### src/rtl/ifc_pkg.sv
package ifc_pkg;

   // raw event types and codes
   localparam logic [15:0] EV_SYN            = 16'h0000;
   localparam logic [15:0] EV_KEY            = 16'h0001;
   localparam logic [15:0] EV_REL            = 16'h0002;
   localparam logic [15:0] EV_ABS            = 16'h0003;
   localparam logic [15:0] REPORT_CODE       = 16'h0000;
   localparam logic [15:0] MOUSE_BTN_CODE    = 16'h0110;
   localparam logic [15:0] TOUCH_BTN_CODE    = 16'h014A;
   localparam logic [15:0] ABS_X_CODE        = 16'h0000;
   localparam logic [15:0] ABS_Y_CODE        = 16'h0001;
   localparam logic [15:0] MT_X_CODE         = 16'h0035;
   localparam logic [15:0] MT_Y_CODE         = 16'h0036;
   localparam logic [15:0] REL_X_CODE        = 16'h0000;
   localparam logic [15:0] REL_Y_CODE        = 16'h0001;
   localparam logic [15:0] WHEEL_CODE        = 16'h0008;

   // result kinds, also the bit positions in a command mask
   localparam int KIND_COUNT = 6;
   localparam logic [2:0] KIND_PRESS   = 3'd0;
   localparam logic [2:0] KIND_RELEASE = 3'd1;
   localparam logic [2:0] KIND_ABS     = 3'd2;
   localparam logic [2:0] KIND_REL     = 3'd3;
   localparam logic [2:0] KIND_WHEEL   = 3'd4;
   localparam logic [2:0] KIND_KEY     = 3'd5;

   // configuration port
   localparam int CSR_ADDR_W = 3;
   localparam int CSR_DATA_W = 32;
   localparam logic CSR_REG_RELEASE_IGNORES_MOVE = 1'b0;  // paddr[2] of register 0

   localparam int QUEUE_DEPTH = 4;

   typedef struct packed {
      logic [15:0]        event_type;
      logic [15:0]        event_code;
      logic signed [31:0] event_value;
   } req_payload_type;

   typedef struct packed {
      logic [2:0]         result_kind;
      logic signed [31:0] x_value;
      logic signed [31:0] y_value;
      logic [15:0]        key_code;
      logic               key_pressed;
      logic               last;
   } rsp_payload_type;

   // one queued command: the results of one input event
   typedef struct packed {
      logic [KIND_COUNT-1:0] mask;
      logic [31:0]           x;
      logic [31:0]           y;
      logic [31:0]           wheel;
      logic [15:0]           key_code;
      logic                  key_pressed;
   } cmd_type;

   typedef struct packed {
      logic    push;
      cmd_type cmd;
   } push_type;

endpackage

### src/rtl/ifc_queue.sv
module ifc_queue #(
   parameter int DEPTH = ifc_pkg::QUEUE_DEPTH
) (
   input  logic              clock,
   input  logic              reset,
   input  ifc_pkg::push_type wr,
   output logic              full,
   input  logic              pop,
   output ifc_pkg::cmd_type  head,
   output logic              empty
);

   localparam int PTR_W = (DEPTH > 1) ? $clog2(DEPTH) : 1;
   localparam int CNT_W = $clog2(DEPTH + 1);
   localparam logic [PTR_W-1:0] LAST_PTR = PTR_W'(DEPTH - 1);
   localparam logic [CNT_W-1:0] FULL_CNT = CNT_W'(DEPTH);

   ifc_pkg::cmd_type  entry_ff [DEPTH];
   logic [PTR_W-1:0]  wr_ptr_ff, wr_ptr_in;
   logic [PTR_W-1:0]  rd_ptr_ff, rd_ptr_in;
   logic [CNT_W-1:0]  count_ff, count_in;
   logic              do_push, do_pop;

   assign full    = (count_ff == FULL_CNT);
   assign empty   = (count_ff == '0);
   assign do_push = wr.push && !full;
   assign do_pop  = pop && !empty;
   assign head    = entry_ff[rd_ptr_ff];

   always_comb begin
      wr_ptr_in = wr_ptr_ff;
      rd_ptr_in = rd_ptr_ff;
      count_in  = count_ff;
      if (do_push) begin
         wr_ptr_in = (wr_ptr_ff == LAST_PTR) ? '0 : wr_ptr_ff + 1'b1;
      end
      if (do_pop) begin
         rd_ptr_in = (rd_ptr_ff == LAST_PTR) ? '0 : rd_ptr_ff + 1'b1;
      end
      if (do_push && !do_pop) begin
         count_in = count_ff + 1'b1;
      end else if (do_pop && !do_push) begin
         count_in = count_ff - 1'b1;
      end
   end

   always_ff @(posedge clock) begin
      if (reset) begin
         wr_ptr_ff <= '0;
         rd_ptr_ff <= '0;
         count_ff  <= '0;
      end else begin
         wr_ptr_ff <= wr_ptr_in;
         rd_ptr_ff <= rd_ptr_in;
         count_ff  <= count_in;
      end
   end

   always_ff @(posedge clock) begin
      if (do_push) begin
         entry_ff[wr_ptr_ff] <= wr.cmd;
      end
   end

endmodule

### src/rtl/ifc_front.sv
module ifc_front (
   input  logic                     clock,
   input  logic                     reset,
   input  logic                     accept,
   input  ifc_pkg::req_payload_type event_in,
   input  logic                     release_ignores_move,
   output ifc_pkg::push_type        wr
);

   logic        button_down_ff, button_down_in;
   logic        press_ff, press_in;
   logic        release_ff, release_in;
   logic        move_ff, move_in;
   logic [31:0] pending_x_ff, pending_x_in;
   logic [31:0] pending_y_ff, pending_y_in;
   logic [31:0] committed_x_ff, committed_x_in;
   logic [31:0] committed_y_ff, committed_y_in;
   logic [31:0] sum_dx_ff, sum_dx_in;
   logic [31:0] sum_dy_ff, sum_dy_in;
   logic [31:0] sum_wheel_ff, sum_wheel_in;

   logic [15:0] ev_type, ev_code;
   logic [31:0] ev_value;
   logic        down, drop, abs_en, rel_en, wheel_en;
   logic [31:0] add_a, add_sum;

   assign ev_type  = event_in.event_type;
   assign ev_code  = event_in.event_code;
   assign ev_value = event_in.event_value;
   assign down     = (ev_value != '0);

   // frame end decisions
   assign drop     = release_ignores_move && release_ff;
   assign abs_en   = move_ff && !drop;
   assign rel_en   = !abs_en && ((sum_dx_ff != '0) || (sum_dy_ff != '0));
   assign wheel_en = (sum_wheel_ff != '0);

   // one shared adder for the relative sums
   always_comb begin
      if (ev_code == ifc_pkg::REL_X_CODE) begin
         add_a = sum_dx_ff;
      end else if (ev_code == ifc_pkg::REL_Y_CODE) begin
         add_a = sum_dy_ff;
      end else begin
         add_a = sum_wheel_ff;
      end
   end
   assign add_sum = add_a + ev_value;

   always_comb begin
      button_down_in = button_down_ff;
      press_in       = press_ff;
      release_in     = release_ff;
      move_in        = move_ff;
      pending_x_in   = pending_x_ff;
      pending_y_in   = pending_y_ff;
      committed_x_in = committed_x_ff;
      committed_y_in = committed_y_ff;
      sum_dx_in      = sum_dx_ff;
      sum_dy_in      = sum_dy_ff;
      sum_wheel_in   = sum_wheel_ff;
      wr             = '0;

      if (accept) begin
         if (ev_type == ifc_pkg::EV_SYN) begin
            if (ev_code == ifc_pkg::REPORT_CODE) begin
               wr.cmd.mask[ifc_pkg::KIND_PRESS]   = press_ff;
               wr.cmd.mask[ifc_pkg::KIND_RELEASE] = release_ff;
               wr.cmd.mask[ifc_pkg::KIND_ABS]     = abs_en;
               wr.cmd.mask[ifc_pkg::KIND_REL]     = rel_en;
               wr.cmd.mask[ifc_pkg::KIND_WHEEL]   = wheel_en;
               wr.cmd.x     = abs_en ? pending_x_ff : sum_dx_ff;
               wr.cmd.y     = abs_en ? pending_y_ff : sum_dy_ff;
               wr.cmd.wheel = sum_wheel_ff;
               wr.push = press_ff || release_ff || abs_en || rel_en || wheel_en;
               press_in   = 1'b0;
               release_in = 1'b0;
               move_in    = 1'b0;
               if (drop) begin
                  pending_x_in = committed_x_ff;
                  pending_y_in = committed_y_ff;
               end
               if (abs_en) begin
                  committed_x_in = pending_x_ff;
                  committed_y_in = pending_y_ff;
               end
               if (rel_en) begin
                  sum_dx_in = '0;
                  sum_dy_in = '0;
               end
               if (wheel_en) begin
                  sum_wheel_in = '0;
               end
            end
         end else if (ev_type == ifc_pkg::EV_KEY) begin
            if (ev_code == ifc_pkg::TOUCH_BTN_CODE || ev_code == ifc_pkg::MOUSE_BTN_CODE) begin
               if (down != button_down_ff) begin
                  button_down_in = down;
                  if (down) begin
                     press_in = 1'b1;
                  end else begin
                     release_in = 1'b1;
                  end
               end
            end else begin
               wr.push                          = 1'b1;
               wr.cmd.mask[ifc_pkg::KIND_KEY]   = 1'b1;
               wr.cmd.key_code                  = ev_code;
               wr.cmd.key_pressed               = down;
            end
         end else if (ev_type == ifc_pkg::EV_ABS) begin
            move_in = 1'b1;
            if (ev_code == ifc_pkg::ABS_X_CODE || ev_code == ifc_pkg::MT_X_CODE) begin
               pending_x_in = ev_value;
            end else if (ev_code == ifc_pkg::ABS_Y_CODE ||
                         ev_code == ifc_pkg::MT_Y_CODE) begin
               pending_y_in = ev_value;
            end
         end else if (ev_type == ifc_pkg::EV_REL) begin
            if (ev_code == ifc_pkg::REL_X_CODE) begin
               sum_dx_in = add_sum;
            end else if (ev_code == ifc_pkg::REL_Y_CODE) begin
               sum_dy_in = add_sum;
            end else if (ev_code == ifc_pkg::WHEEL_CODE) begin
               sum_wheel_in = add_sum;
            end
         end
      end
   end

   always_ff @(posedge clock) begin
      if (reset) begin
         button_down_ff <= 1'b0;
         press_ff       <= 1'b0;
         release_ff     <= 1'b0;
         move_ff        <= 1'b0;
         pending_x_ff   <= '0;
         pending_y_ff   <= '0;
         committed_x_ff <= '0;
         committed_y_ff <= '0;
         sum_dx_ff      <= '0;
         sum_dy_ff      <= '0;
         sum_wheel_ff   <= '0;
      end else begin
         button_down_ff <= button_down_in;
         press_ff       <= press_in;
         release_ff     <= release_in;
         move_ff        <= move_in;
         pending_x_ff   <= pending_x_in;
         pending_y_ff   <= pending_y_in;
         committed_x_ff <= committed_x_in;
         committed_y_ff <= committed_y_in;
         sum_dx_ff      <= sum_dx_in;
         sum_dy_ff      <= sum_dy_in;
         sum_wheel_ff   <= sum_wheel_in;
      end
   end

endmodule

### src/rtl/ifc_back.sv
module ifc_back (
   input  logic                     clock,
   input  logic                     reset,
   input  ifc_pkg::cmd_type         head,
   input  logic                     empty,
   output logic                     pop,
   output logic                     rsp_valid,
   input  logic                     rsp_ready,
   output ifc_pkg::rsp_payload_type rsp_payload
);

   ifc_pkg::cmd_type                cur_ff;
   logic [ifc_pkg::KIND_COUNT-1:0]  mask_ff, mask_in;
   logic [ifc_pkg::KIND_COUNT-1:0]  sel, rest;
   logic                            rsp_valid_ff, rsp_valid_in;
   ifc_pkg::rsp_payload_type        rsp_ff, rsp_in;
   logic                            can_load, emit;
   logic [2:0]                      kind;

   assign can_load = !rsp_valid_ff || rsp_ready;
   assign emit     = can_load && (mask_ff != '0);
   // lowest pending result goes first
   assign sel      = mask_ff & (~mask_ff + 1'b1);
   assign rest     = mask_ff & ~sel;
   assign pop      = !empty && ((mask_ff == '0) || (emit && rest == '0));

   always_comb begin
      kind = ifc_pkg::KIND_PRESS;
      for (int i = 0; i < ifc_pkg::KIND_COUNT; i++) begin
         if (sel[i]) begin
            kind = 3'(i);
         end
      end
   end

   always_comb begin
      rsp_in             = '0;
      rsp_in.result_kind = kind;
      rsp_in.last        = (rest == '0);
      case (kind)
         ifc_pkg::KIND_ABS, ifc_pkg::KIND_REL: begin
            rsp_in.x_value = cur_ff.x;
            rsp_in.y_value = cur_ff.y;
         end
         ifc_pkg::KIND_WHEEL: begin
            rsp_in.x_value = cur_ff.wheel;
         end
         ifc_pkg::KIND_KEY: begin
            rsp_in.key_code    = cur_ff.key_code;
            rsp_in.key_pressed = cur_ff.key_pressed;
         end
         default: begin
         end
      endcase
   end

   always_comb begin
      mask_in = mask_ff;
      if (pop) begin
         mask_in = head.mask;
      end else if (emit) begin
         mask_in = rest;
      end
      rsp_valid_in = emit ? 1'b1 : (rsp_ready ? 1'b0 : rsp_valid_ff);
   end

   always_ff @(posedge clock) begin
      if (reset) begin
         mask_ff      <= '0;
         rsp_valid_ff <= 1'b0;
      end else begin
         mask_ff      <= mask_in;
         rsp_valid_ff <= rsp_valid_in;
      end
   end

   always_ff @(posedge clock) begin
      if (pop) begin
         cur_ff <= head;
      end
      if (emit) begin
         rsp_ff <= rsp_in;
      end
   end

   assign rsp_valid   = rsp_valid_ff;
   assign rsp_payload = rsp_ff;

endmodule

### src/rtl/input_event_frame_coalescer.sv
// path: event -> command queue -> result stage -> output register
// throughput: one event per cycle is accepted while the command queue has room;
//   results leave at one per cycle unless rsp_ready stalls them; a report-sync
//   emits at most 4 results and the queue absorbs the backlog
// reset: synchronous, active high; clears the frame state, the queue and the
//   output register, and sets release_ignores_move to 0
module input_event_frame_coalescer #(
   parameter int QUEUE_DEPTH = ifc_pkg::QUEUE_DEPTH
) (
   input  logic                             clock,
   input  logic                             reset,
   input  logic                             req_valid,
   output logic                             req_ready,
   input  ifc_pkg::req_payload_type         req_payload,
   output logic                             rsp_valid,
   input  logic                             rsp_ready,
   output ifc_pkg::rsp_payload_type         rsp_payload,
   input  logic                             csr_psel,
   input  logic                             csr_penable,
   input  logic                             csr_pwrite,
   input  logic [ifc_pkg::CSR_ADDR_W-1:0]   csr_paddr,
   input  logic [ifc_pkg::CSR_DATA_W-1:0]   csr_pwdata,
   output logic [ifc_pkg::CSR_DATA_W-1:0]   csr_prdata,
   output logic                             csr_pready
);

   logic              release_ignores_move_ff, release_ignores_move_in;
   logic              hit, full, empty, pop;
   ifc_pkg::push_type wr;
   ifc_pkg::cmd_type  head;

   assign csr_pready = 1'b1;
   assign hit        = (csr_paddr[2] == ifc_pkg::CSR_REG_RELEASE_IGNORES_MOVE);
   assign csr_prdata = hit ? {{(ifc_pkg::CSR_DATA_W-1){1'b0}}, release_ignores_move_ff} : '0;

   always_comb begin
      release_ignores_move_in = release_ignores_move_ff;
      if (csr_psel && csr_penable && csr_pwrite && hit) begin
         release_ignores_move_in = csr_pwdata[0];
      end
   end

   always_ff @(posedge clock) begin
      if (reset) begin
         release_ignores_move_ff <= 1'b0;
      end else begin
         release_ignores_move_ff <= release_ignores_move_in;
      end
   end

   assign req_ready = !full;

   ifc_front u_front (
      .clock                (clock),
      .reset                (reset),
      .accept               (req_valid && req_ready),
      .event_in             (req_payload),
      .release_ignores_move (release_ignores_move_ff),
      .wr                   (wr)
   );

   ifc_queue #(
      .DEPTH (QUEUE_DEPTH)
   ) u_queue (
      .clock (clock),
      .reset (reset),
      .wr    (wr),
      .full  (full),
      .pop   (pop),
      .head  (head),
      .empty (empty)
   );

   ifc_back u_back (
      .clock       (clock),
      .reset       (reset),
      .head        (head),
      .empty       (empty),
      .pop         (pop),
      .rsp_valid   (rsp_valid),
      .rsp_ready   (rsp_ready),
      .rsp_payload (rsp_payload)
   );

endmodule

### config.mk
export PLATFORM = sky130hd
export DESIGN_NAME = input_event_frame_coalescer
export DESIGN_NICKNAME = d
export VERILOG_FILES = /design/src/rtl/ifc_pkg.sv /design/src/rtl/ifc_queue.sv /design/src/rtl/ifc_front.sv /design/src/rtl/ifc_back.sv /design/src/rtl/input_event_frame_coalescer.sv
export SDC_FILE = /design/constraint.sdc
export NUM_CORES = 1
export LEC_CHECK = 0
export BUFFER_PORTS_ARGS = -buffer_cell sky130_fd_sc_hd__buf_4
export CORE_ASPECT_RATIO = 1.4
export CORE_MARGIN = 2
export CORE_UTILIZATION = 34
export DETAILED_ROUTE_END_ITERATION = 16
export GPL_ROUTABILITY_DRIVEN = 0
export SLEW_MARGIN = 20
export SYNTH_ARGS = -nofsm -noshare
export SYNTH_HDL_FRONTEND = slang
export SYNTH_SLANG_ARGS = --single-unit
### constraint.sdc
create_clock -name clock -period 6.3 [get_ports clock]
set_clock_uncertainty 0.05 [all_clocks]
set_input_delay 0.63 -clock clock [delete_from_list [all_inputs] [get_ports clock]]
set_output_delay 0.63 -clock clock [all_outputs]
set_load 0.05 [all_outputs]
## Word level (Yosys, flattened, before mapping)

Memory sizes are Yosys's and may differ from the RTL's. A register that Yosys moved wholly into a read port is not among the register bits.
Cells that the tools add are included.

- Add/subtract/negate cells: 6
- Eq/ne operators: 27
- Multiplexer cells: 83
- Bitwise operators: 6
- Reductions and logical operators: 65

Operator list:

| cell | count |
|---|---|
| 32-bit 2-to-1 mux | 39 |
| 101-bit 2-to-1 mux | 2 |
| 32-bit nonzero test | 4 |
| 120-bit 2-to-1 mux | 1 |
| 32-bit case mux with 2 select lines | 1 |
| 17-bit 2-to-1 mux | 3 |
| 32-bit adder | 1 |
| 16-bit by 1-bit equality test with 1-bit output (second input constant) | 2 |
| 16-bit by 2-bit equality test with 1-bit output (second input constant) | 2 |
| 16-bit by 6-bit equality test with 1-bit output (second input constant) | 2 |
| 16-bit by 9-bit equality test with 1-bit output (second input constant) | 2 |
| 16-bit logical NOT | 2 |
| 2-bit nonzero test | 13 |
| 6-bit AND reduction | 4 |
| 1-bit 2-to-1 mux | 23 |
| 16-bit by 4-bit equality test with 1-bit output (second input constant) | 1 |
| 2-bit 2-to-1 mux | 8 |
| 1-bit logical AND | 14 |
| 2-bit by 1-bit inequality test with 1-bit output (second input constant) | 7 |
| 6-bit bitwise AND | 2 |
| 6-bit logical NOT | 2 |
| 3-bit 2-to-1 mux | 4 |
| 6-bit 2-to-1 mux | 2 |
| 6-bit NOT | 2 |
| 20 further kinds | 44 |

- Register bits: 441
- RAM bits: 476
- Input bits: 106
- Output and inout bits: 120
- Logic and storage cells: 216
- Memories: 1

Memories:

| name | depth | width | rd ports | clocked after Yosys merged registers in | wr ports | line | source |
|---|---|---|---|---|---|---|---|
| u_queue.entry_ff | 4 | 119 | 1 | 1 | 1 | ifc_queue.sv:18 | `ifc_pkg::cmd_type entry_ff [DEPTH];` |

## Logic depth before layout (Yosys ltp)

- Word-level depth: 15
- Depth in mapped cells: 17
- Mapped depth without buffers: 15

## Hierarchy

A second synthesis with hierarchy kept.

- Cell total of the unflattened synthesis: 2843
- Area, all modules: 38109.0 um2

By module, submodules not included:

| module | times used | cells each | area each (um2) | sequential area each (um2) |
|---|---|---|---|---|
| ifc_queue | 1 | 671 | 17690.7 | 14473.9 |
| ifc_front | 1 | 1778 | 13015.0 | 4564.4 |
| ifc_back | 1 | 352 | 7084.3 | 6085.8 |
| input_event_frame_coalescer | 1 | 42 | 319.1 | 20.0 |

## Worst setup path after synthesis

No wires, ideal clock.

- Path type: reg-to-reg
- Start: register u_back.mask_ff[2] (netlist bit)
- End: register u_queue.count_ff[2]
- Setup time: 70 ps
- Arrival time: 5662 ps
- Required time: 6180 ps
- Slack: 518 ps
- Stages on the path, launching flop included: 15
- Buffers on the path: 1
- Period minus slack after synthesis: 5782 ps
- Cells stage by stage: dfxtp_1 > clkbuf_1 > maj3_1 > o21ai_1 > a21oi_1 > o21ai_1 > a21oi_1 > a21oi_2 > inv_1 > ha_1 > inv_1 > fa_1 > xor2_1 > or3_1 > a21oi_1

RTL lines:

| what | line | source |
|---|---|---|
| start: declaration | ifc_back.sv:13 | `logic [ifc_pkg::KIND_COUNT-1:0] mask_ff, mask_in;` |
| start signal: assignment | ifc_back.sv:72 | `mask_ff <= mask_in;` |
| end signal: assignment | ifc_queue.sv:55 | `count_ff <= count_in;` |
| end: declaration | ifc_queue.sv:21 | `logic [CNT_W-1:0] count_ff, count_in;` |

## Worst setup path in the final report

- Start: input port req_payload[45] (netlist bit)
- End: register u_front.sum_wheel_ff[30]

- Longest elaborated chain between the ends: 11
- Elaborated cells on any way between the ends: 18
- Those cells by class: add/sub: 1; eq/ne: 5; mux: 9; reduce/logical: 3

Ends and longest elaborated chain:

| what | line | source |
|---|---|---|
| start: declaration | input_event_frame_coalescer.sv:14 | `input ifc_pkg::req_payload_type req_payload,` |
| 16-bit by 1-bit equality test with 1-bit output | ifc_front.sv:42, ifc_front.sv:122 |  |
| 32-bit 2-to-1 mux | ifc_front.sv:42 | `end else if (ev_code == ifc_pkg::REL_Y_CODE) begin` |
| 32-bit 2-to-1 mux | ifc_front.sv:40 | `if (ev_code == ifc_pkg::REL_X_CODE) begin` |
| 32-bit adder | ifc_front.sv:48 | `assign add_sum = add_a + ev_value;` |
| 32-bit 2-to-1 mux | ifc_front.sv:124 | `end else if (ev_code == ifc_pkg::WHEEL_CODE) begin` |
| 32-bit 2-to-1 mux | ifc_front.sv:122 | `end else if (ev_code == ifc_pkg::REL_Y_CODE) begin` |
| 32-bit 2-to-1 mux | ifc_front.sv:120 | `if (ev_code == ifc_pkg::REL_X_CODE) begin` |
| 32-bit 2-to-1 mux | ifc_front.sv:119 | `end else if (ev_type == ifc_pkg::EV_REL) begin` |
| 32-bit 2-to-1 mux | ifc_front.sv:111 | `end else if (ev_type == ifc_pkg::EV_ABS) begin` |
| 32-bit 2-to-1 mux | ifc_front.sv:95 | `end else if (ev_type == ifc_pkg::EV_KEY) begin` |
| 32-bit 2-to-1 mux | ifc_front.sv:65 | `if (ev_type == ifc_pkg::EV_SYN) begin` |
| end signal: assignment | ifc_front.sv:155 | `sum_wheel_ff <= sum_wheel_in;` |
| end: declaration | ifc_front.sv:20 | `logic [31:0] sum_wheel_ff, sum_wheel_in;` |

Parallel ways exist; a longest one is shown, timed or not. The select of a mux whose other input is x is not followed.
A chain may end at the register's enable or synchronous reset.

==> impl_results.md <==
* Max Clock Freq at 214 MHz
* Peak supply drop at 0.000384 V
* Global-route usage over all layers at 17.0%
* Synth area leader: edfxtp_1
* Gr ovfl total at 0
* # DRC at 0
* CTS buffer count at 83
* # rows at 144
* DRT iter0 DRCs at 1771
* Flop pwr share at 46.2%
* Core footprint at 110000 um2
* Clock power share at 29.5%
* Initial antenna violation count at 6
* Maxcap violations at 0
* Post-layout util at 39.2%
* Synthesis-to-layout area growth at 14.8%
* DP Wirelength at 62.4 mm
* H-tree Lvls at 3
* Clock Sink Count at 919
* Final #Nets at 3091
* RSZ-0062 raised after global routing: false
* Vias at 23300
* Fraction of registers with async set/reset at 0%
* Clock root buffer: clkbuf_16
* Port bufs at 160
* Worst reg2reg endpoint: u_front.sum_dy_ff[30]
* Max Slew Vio Count at 0
* P_sw at 5.35 mW
* Crit. End Element: flop
* Metal-1 WL at 38.0 mm
* CP max stage cell: nor3_4
* Top Layer Used: met5
* Power, Total at 17.3 mW
* Tcrit/Tclk final at 74.1%
* Mapped Area at 37600 um2
* Final std cells w/o fill at 4465
* Startpoint types: input port
* Synth top area cells: edfxtp_1 54%, dfxtp_1 13%, mux4_2 7.1%
* Most frequent cells after synthesis: 674 x edfxtp_1, 513 x nand2_1, 263 x a21oi_1, 245 x dfxtp_1, 170 x nor2_1
* Comb pwr share at 24.3%
* Die Wd at 285 um
* Post-cts sizing count at 0
* Crit-path max cell delay at 0.46 ns
* Routed wl met2 at 49.3 mm
* Post-Syn Instances at 2824
* Reg2Reg Depth at 8
* Top delay family on crit path: compound AO/OA/AOI/OAI gates
* Hold Path Sink: release_ignores_move_ff
* Internal at 11.9 mW
* Critical Path, Cell by Cell: buf_4 -> nor4_1 -> nand2_1 -> nor3_4 -> buf_4 -> nor2_1 -> a21oi_1 -> ha_1 -> a21oi_1 -> o211ai_1 -> o21ai_1 -> o311ai_1 -> a311o_1 -> a31oi_2 -> nor3_1 -> a311o_1
* Min-Delay Path Depth at 3
* Post-synth EDFFs at 674
* Yosys warns at 0
* Placed cell area at 40400 um2
* # IOs at 226
* Design area at 43100 um2
* First-pass GRT wire length at 145 mm
* Synth cell types at 72
* Clk buf depth at 3
* Post-route setup TNS at 0 ns
* Leak at 14.1 nW
* Top-count cell post-synth: edfxtp_1
* CP Buf/Inv Count at 2
* Crit path DAT at 5.19 ns
* RR Startpoint: u_front.sum_dx_ff[29]
* Placed instance count at 4311
* Setup violators final at 0
* Antenna viol nets, final at 0
* Syn avg cell area at 13.3 um2
* Flop2flop setup slack at 2.31 ns
* Hold Vio Cnt, Final at 0
* Seq/Total Area, Yosys at 66.9%
* CTS tree: built
* Met3 wire len at 5.08 mm
* Post-CTS setup buffer count at 0
* Worst-Margin Slew at 1.13 ns
* Type of the worst min-delay path: in -> reg
* Synth Flop Type: edfxtp_1
* Hold wc startpoint: csr_pwdata[0]
* Yosys top cell area share at 53.9%
* Initial Utilization at 34.2%
* Clock transition at path regs at 0.07 ns
* Critical Path Fanout Max at 26
* CP Data Required Time at 6.82 ns
* Routed WL at 97.2 mm
* Vias in the first global route at 23200
* Vias per inst at 5.21
* DRT Pass-1 Iters at 5
* Minimum clock period at 4.67 ns
* Layout cells sized above 1 at 17.0%
* Cts-stage hold buffer count at 0
* Switch share at 31.0%
* Largest net degree at the start of global routing at 122
* Die Y at 397 um
* Power density over the cells at 400 nW/um2
* Worst skew pair latency at 0.71 ns
* WS Path Type: in -> reg
* #FFs+latches synth at 919
* Die ar. at 113000 um2
* Worst relative slew slack at 24.7%
* Drt wl/cell at 21.8 um
* Status: completed
-- cell type report --
cell class / instances / area, um2
inverters: 24 / 90.1
well taps: 1460 / 1830
multi-input cells: 1705 / 11600
diodes: 1 / 2.50
fillers: 10300 / 66800
clock buffers: 111 / 2290
repair buffers: 203 / 1680
clock inverters: 42 / 452
flip-flops and latches: 919 / 25200
-- cell families after synthesis --
| group | synth area share, % |
|---|---|
| and+or+nand+nor | 11.3 |
| muxes | 8.17 |
| adders and majority gates | 1.70 |
| xor gates and xnor gates | 0.629 |
| DFF | 66.9 |
| buffers and inverters | 2.71 |
| other | 0.0200 |
| AOI/OAI and AO/OA | 8.49 |
-- worst reg2reg max path, cell delays in order, from the launching register on --
cell,delay [ns]
dfxtp_1,0.37
nor4_1,0.53
nand4_1,0.25
nor4_1,0.84
nor2_1,0.21
nor2_1,0.38
or2_2,0.79
nor2_1,0.13
a211o_1,0.31
-- worst max-delay path by stage --
stage | start | endpoint | slack (ns) | cells past startpoint
6_report | req_payload[45] | u_front.sum_wheel_ff[30] | 1.63 | 16
5_1_grt | req_payload[45] | u_front.sum_wheel_ff[23] | 1.24 | 16
4_1_cts | req_payload[45] | u_front.sum_wheel_ff[23] | 1.65 | 16
3_5_place_dp | req_payload[45] | u_front.sum_wheel_ff[23] | 0.89 | 16
3_3_place_gp | req_payload[45] | u_front.sum_dx_ff[19] | 0.89 | 16
2_1_floorplan | u_back.mask_ff[2] | u_queue.count_ff[2] | 0.52 | 14
-- metrics by stage --
stage	hold WS, ns	setup slack, ns
floorplan	0.387	0.518
global route	0.178	1.24
global placement	0.392	0.893
CTS	0.167	1.65
finish	0.197	1.63
detailed placement	0.397	0.889
-- routing by layer --
layer  track usage [%]  up-vias
met5                 0        -
met4              8.73       10
met3              2.67      184
met2              29.9      676
met1              20.1    11700
li1                  -    10700
-- power by group through the flow --
| stage | combinational (mW) | sequential (mW) | clock [mW] |
|---|---|---|---|
| 2_1_floorplan | 2.01 | 9.10 | 0 |
| 3_3_place_gp | 4.29 | 8.11 | 0 |
| 3_5_place_dp | 4.31 | 8.12 | 0 |
| 4_1_cts | 4.31 | 7.99 | 5.22 |
| 5_1_grt | 4.49 | 8.06 | 5.42 |
| 6_report | 4.20 | 7.97 | 5.09 |
-- cells in the final DEF (no fill, tap or decap), types with 39 or more instances in the layout --
cell / count
edfxtp_1: 674
nand2_1: 512
a21oi_1: 263
dfxtp_1: 243
buf_4: 190
nor2_1: 166
mux4_2: 119
and2_1: 84
clkbuf_16: 83
nand3_1: 50
ha_1: 47
nor4_1: 41
mux2i_1: 39
a311oi_1: 39
-- sequential cells by signal, summed over array words and instances, names as in the netlist, 2 cells and up, named ones only --
register,flops
u_front.sum_dx_ff,32
u_queue.rd_ptr_ff,2
u_back.rsp_payload,85
u_front.sum_dy_ff,32
u_front.sum_wheel_ff,32
u_back.mask_ff,6
u_queue.entry_ff,476
u_front.pending_x_ff,32
u_back.cur_ff,113
u_front.committed_y_ff,32
u_front.committed_x_ff,32
u_queue.count_ff,3
u_front.pending_y_ff,32
u_queue.wr_ptr_ff,2
(Power assumes the default switching activity.)
